$ cat src/sv/fpa_pkg.sv
// ----------------------------------------------------------------------------
// Fixed-point ALU package
// Command codes, payload types and shared constants.
// ----------------------------------------------------------------------------
`default_nettype none
package fpa_pkg;
    localparam int FRACTION_BITS = 8;
    localparam int WORD_W        = 32;
    // widened dividend: a shifted left by FRACTION_BITS
    localparam int DIVD_W        = WORD_W + FRACTION_BITS;
    // one pipeline stage per quotient bit group
    localparam int DIV_BITS_PER_STAGE = 4;
    localparam int DIV_STAGES    = (DIVD_W + DIV_BITS_PER_STAGE - 1) / DIV_BITS_PER_STAGE;
    localparam int DIVQ_W        = DIV_STAGES * DIV_BITS_PER_STAGE;

    typedef enum logic [3:0] {
        CMD_ADD  = 4'd0,  CMD_SUB  = 4'd1,  CMD_MUL = 4'd2,  CMD_DIV = 4'd3,
        CMD_GT   = 4'd4,  CMD_LT   = 4'd5,  CMD_GE  = 4'd6,  CMD_LE  = 4'd7,
        CMD_EQ   = 4'd8,  CMD_NE   = 4'd9,  CMD_INC = 4'd10, CMD_DEC = 4'd11,
        CMD_MIN  = 4'd12, CMD_MAX  = 4'd13, CMD_FROM_INT = 4'd14,
        CMD_TO_INT = 4'd15
    } cmd_t;

    typedef struct packed {
        logic [3:0]               cmd;
        logic signed [WORD_W-1:0] operand_a;
        logic signed [WORD_W-1:0] operand_b;
    } req_t;

    typedef struct packed {
        logic signed [WORD_W-1:0] value_out;
        logic                     compare_true;
        logic                     divide_error;
    } rsp_t;

    // divider stage state
    typedef struct packed {
        logic              valid;
        logic [DIVQ_W-1:0] quo;   // dividend bits shift out, quotient bits shift in
        logic [WORD_W:0]   rem;
        logic [WORD_W-1:0] dvs;
        logic              neg;
        rsp_t              fast;  // result for non-divide commands
        logic              is_div;
    } div_stage_t;
endpackage
`default_nettype wire

$ cat src/sv/fpa_div_stage.sv
// ----------------------------------------------------------------------------
// Fixed-point ALU divider stage
// Restoring division, DIV_BITS_PER_STAGE quotient bits per register stage.
// ----------------------------------------------------------------------------
`default_nettype none
module fpa_div_stage (
    input  wire logic                aclk,
    input  wire logic                aresetn,
    input  wire logic                adv,
    input  wire fpa_pkg::div_stage_t in_st,
    output fpa_pkg::div_stage_t      out_st
);
    localparam int W = fpa_pkg::WORD_W;

    fpa_pkg::div_stage_t st_reg, st_next;
    logic [W:0]  rem, diff;
    logic [fpa_pkg::DIVQ_W-1:0] quo;

    always_comb begin
        st_next = in_st;
        rem = in_st.rem;
        quo = in_st.quo;
        for (int i = 0; i < fpa_pkg::DIV_BITS_PER_STAGE; i++) begin
            rem  = {rem[W-1:0], quo[fpa_pkg::DIVQ_W-1]};
            diff = rem - {1'b0, in_st.dvs};
            quo  = {quo[fpa_pkg::DIVQ_W-2:0], !diff[W]};
            if (!diff[W]) begin
                rem = diff;
            end
        end
        st_next.rem = rem;
        st_next.quo = quo;
    end

    always_ff @(posedge aclk) begin
        if (!aresetn) begin
            st_reg.valid <= 1'b0;
        end else if (adv) begin
            st_reg <= st_next;
        end
    end

    assign out_st = st_reg;
endmodule
`default_nettype wire

$ cat config.mk
export PLATFORM = sky130hd
export DESIGN_NAME = fpa_div_stage
export DESIGN_NICKNAME = d
export VERILOG_FILES = /design/src/sv/fpa_pkg.sv /design/src/sv/fpa_div_stage.sv
export SDC_FILE = /design/constraint.sdc
export NUM_CORES = 1
export LEC_CHECK = 0
export BUFFER_PORTS_ARGS = -buffer_cell sky130_fd_sc_hd__buf_2
export CAP_MARGIN = 20
export CORE_AREA = 2 2 178 145
export DETAILED_ROUTE_END_ITERATION = 16
export DIE_AREA = 0 0 180 147
export PLACE_DENSITY_LB_ADDON = 0.25
export SLEW_MARGIN = 20
export SYNTH_ARGS = -nofsm -noshare
export SYNTH_HDL_FRONTEND = slang
export SYNTH_SLANG_ARGS = --single-unit
$ cat constraint.sdc
create_clock -name aclk -period 17.25 [get_ports aclk]
set_input_delay 2.5875 -clock aclk [delete_from_list [all_inputs] [get_ports aclk]]
set_output_delay 2.5875 -clock aclk [all_outputs]
set_load 0.03 [all_outputs]
== After elaboration in Yosys (flattened, before gate mapping) ==
Cells that the tools add are included.
Word-level totals
  register bits: 142
  bits in latches: 0
  bits in writable memories: 0
  memory bits (read-only): 0
  output and inout bits: 142
  memories: 0
Operators by class
  $add $sub $neg: 4
  multipliers: 0
  divide/modulo/power cells: 0
  magnitude comparators: 0
  equality and inequality tests: 0
  shift operators: 0
  multiplexer cells: 4
  bitwise logic cells: 0
  reduce and logical (&&, ||, !) cells: 5
Operators with widths (number)
  subtractor 33 x 32 -> 33 bit: 4
  2-to-1 mux 32 bit: 4
  zero test 1 bit: 4
  AND reduction 2 bit: 1

== Longest topological paths before layout ==
  word-level depth: 8
  depth in mapped cells: 58

== Worst setup path after synthesis ==
Ideal clock, no wire load.
  path kind: input-to-reg
  from: in in_st[54] in the netlist's numbering
  to: reg st_reg (netlist bit out_st[93]) (data pin)
  setup time: 0.261 ns
  arrival: 14.271 ns
  data required time: 16.989 ns
  setup slack: 2.718 ns
  stages: 55
  path buffers: 8
  cells stage by stage: inv_1 > ha_1 > buf_2 > and3_1 > nand2_1 > or3_1 > a211o_1 > and4_1 > or2_1 > buf_4 > inv_4 > clkbuf_1 > o311ai_0 > nand2_1 > ha_1 > a21oi_1 > o21ai_0 > o41ai_1 > (+19 left out) > xor2_1 > buf_2 > buf_1 > a21oi_1 > ha_1 > nor2b_1 > o31ai_1 > a31oi_1 > o31ai_1 > a31oi_1 > a41oi_1 > nand2b_1 > nor2b_1 > a31oi_1 > xnor2_1 > and2_1 > clkbuf_1 > a221o_1
On the way
  cells in the longest elaborated chain, start to end: 8
RTL lines
  start: declaration: line fpa_div_stage.sv:10  | input wire fpa_pkg::div_stage_t in_st,
  subtractor 33 x 32 -> 33 bit: line fpa_div_stage.sv:25  | diff = rem - {1'b0, in_st.dvs};
  2-to-1 mux 32 bit: line fpa_div_stage.sv:27  | if (!diff[W]) begin
  subtractor 33 x 32 -> 33 bit: line fpa_div_stage.sv:25
  2-to-1 mux 32 bit: line fpa_div_stage.sv:27
  subtractor 33 x 32 -> 33 bit: line fpa_div_stage.sv:25
  2-to-1 mux 32 bit: line fpa_div_stage.sv:27
  subtractor 33 x 32 -> 33 bit: line fpa_div_stage.sv:25
  2-to-1 mux 32 bit (*): line fpa_div_stage.sv:27
  net rem[25]: line fpa_div_stage.sv:16  | logic [W:0] rem, diff;
  end signal: assignment: line fpa_div_stage.sv:39  | st_reg <= st_next;
  end: declaration: line fpa_div_stage.sv:15  | fpa_pkg::div_stage_t st_reg, st_next;
Mark *: on every way through the listed nets, which the timed path passes. The rest lies on a longest branch.
A chain may end at the register's enable or synchronous reset.

== Final worst setup path ==
  from: in in_st[37] in the netlist's numbering
  to: reg st_reg (netlist bit out_st[82]) (data pin)
The elaborated chain is that of the path after synthesis.

==> results by group <==
GRT
  • Met1 Use GR: 0.388
  • GR Overflow Total: 0
  • Largest net degree at the start of global routing: 82
  • Met2 global-route usage: 0.416
  • Vias in the first global route: 10300
  • Tot GR Track Use: 0.267
  • Busiest grt layer: met2
  • Met3 Use GR: 0.0555
  • Initial antenna violation count: 0
  • First-pass GRT wire length: 55.7 mm

Timing
  • Maximum clock frequency: 0.0638 GHz
  • Worst Max-Slew Pin Slew: 1.02 ns
  • Max Clock Skew: 0 ns
  • Final Max Slew Viols: 0
  • Minimum clock period: 15.66 ns
  • Slew HR: 0.321
  • Final Hold Violating Endpoints: 0
  • Setup-failing EPs final: 0
  • Final worst setup slack: 1.59 ns
  • Unrepaired setup endpoints after global routing: no
  • Total Neg Setup Slack: 0 ns
  • Tcrit/Tclk final: 0.908
  • Hold Worst Slack: 0.531 ns

Synthesis
  • Post-Synthesis Cells: 1316
  • Primary FF master, synth: edfxtp_1
  • Avg Cell Area, Syn: 9.30 sq um
  • Seq/Total Area, Yosys: 0.348
  • Largest cells by area after synthesis: edfxtp_1, ha_1, xnor2_1, o21ai_0, a21oi_1
  • Mapped Nets: 1593
  • Yosys reg bits: 142
  • Yosys warnings: 0
  • Post-synth EDFFs: 141
  • Unique masters post-synth: 68
  • Post-synthesis instance area: 12200 sq um
  • Dominant cell type by area after synthesis: edfxtp_1
  • Asr flop ratio synth: 0
  • Share of the synthesized area in the top cell type: 0.346

Floorplan
  • Die width: 180 um
  • Die footprint: 26500 sq um
  • Core Box Area: 24800 sq um
  • Starting density of the core: 0.494
  • Die span in y: 147 um
  • IO Pins: 287
  • Cell row count: 52

Finish
  • Final layout net count: 1869
  • Design Area, Final: 14600 sq um
  • Max reg flops: 142
  • Most frequent cells in the layout: buf_2, edfxtp_1, ha_1
  • Layout cell share with drive strength beyond 1: 0.224
  • FILL cells: 2228
  • Area Growth Syn to Fin: 19.5%
  • Commonest non-fill, non-tap cell in the layout: buf_2
  • Ant. Diodes: 0

CTS
  • Post-cts gate resize count: 0
  • Clock Latency Late Sink: 0.42 ns
  • Clk buf depth: 2
  • CTS Buf Count: 17
  • TritonCTS clock tree: done
  • CTS hold repair buffers: 0
  • CTS Sinks: 142
  • Max H-tree Level: 4
  • Clk slew on worst S/H paths: 0.06 ns
  • Clock root buffer: clkbuf_16
  • Total setup buffers inserted after CTS: 0

Worst setup path
  • Slowest stage delay, CP: 0.52 ns
  • Kind of cell adding the most delay to the critical path: compound AO/OA/AOI/OAI gates
  • Worst-path fanout max: 18
  • Critical Path End Type: flip-flop
  • WP data arrival: 15.83 ns
  • Critical path launch point type: primary input
  • Top cell by count, worst path: a31oi_1
  • Critical setup path kind: primary input to flip-flop
  • Worst EP required: 17.42 ns
  • Crit-path slowest cell: or2_1
  • CP Buf/Inv Count: 7

Routing
  • Via density: 5.85
  • DR WL/cell: 18.8 um
  • Total Wirelength: 36.2 mm
  • Via count: 11300
  • Antenna-violating nets left: 0
  • DRT iter0 DRCs: 1115
  • Drt drc: 0
  • DR pass1 iterations: 6

Run status
  • Run status: finished, final reports clean

Place
  • Gpl congestion: 0.935
  • Port Buffers: 285
  • HPWL after detailed placement: 29.0 mm
  • Placed Area: 14000 sq um
  • Dpl ws: 1.29 ns

Run
  • Max-cap viol count: 0

Min path
  • Min-Delay Path Class: flip-flop to flip-flop
## per-stage QoR
stage	std cells	utilization
after floorplan	1316	-
after global placement	1897	0.565
after detailed placement	1897	0.565
after CTS	1928	0.590
after global routing	1928	0.590
final	1928	0.590
## cell usage after synthesis, drive strengths merged, types with 4 or more instances
cell type and number:
a211o 4, a211oi 13, a21o 61, a21oi 106, a221o 10, a221oi 4
a22oi 8, a31o 6, a31oi 21, a41oi 6, and3 15, buf 12
clkbuf 26, edfxtp 141, fa 4, ha 128, inv 83, mux2 18
mux2i 19, nand2 119, nand2b 25, nand3 20, nand4 13, nor2 67
nor2b 21, nor3 12, o211ai 6, o21a 20, o21ai 121, o21bai 8
o221ai 15, o311ai 4, o31a 4, o31ai 11, or2 6, or3 10
xnor2 71, xor2 41
## worst paths after layout
path	startpoint	end	slack (ns)	cells past startpoint
setup reg to reg	out_st[141]	out_st[141]	16.66	2
hold reg to reg	out_st[141]	out_st[141]	0.53	2
setup / recovery	in_st[37]	out_st[82]	1.59	50
hold / removal	out_st[141]	out_st[141]	0.53	2
## layout make-up
type                            count  area (sq um)  share of cell area
Clock buffer                       19           433              0.0296
Clock inverter                     12           188              0.0128
Timing Repair Buffer              295          1500               0.103
Inverter                           83           314              0.0215
Sequential cell                   142          4250               0.291
Multi-Input combinational cell   1053          7530               0.515
Tap cell                          324           405              0.0277
## logic make-up (layout without fill, tap and decap cells)
family,count (synthesis),in the layout,share of synthesized area
AOI/OAI and AO/OA,449,449,0.237
xor gates and xnor gates,112,112,0.0817
adders and majority gates,132,132,0.137
buffers and inverters,121,409,0.0389
DFF,142,142,0.348
muxes,37,37,0.0321
and+or+nand+nor,323,323,0.125
## layer usage
| layer | up-vias | share of wire |
|---|---|---|
| li1 | 5504 | - |
| met1 | 5254 | 0.47 |
| met2 | 490 | 0.44 |
| met3 | 26 | 0.084 |
| met4 | 0 | 0.0080 |
| met5 | - | 0 |
## worst min-delay path: stages, from the launching register on
cell	delay [ns]
dfxtp_1	0.31
mux2i_1	0.11
nor2b_1	0.06
Power is left out: the tool's default activity adds up to more than one toggle a clock period on the data nets, which glitch-free logic cannot reach.
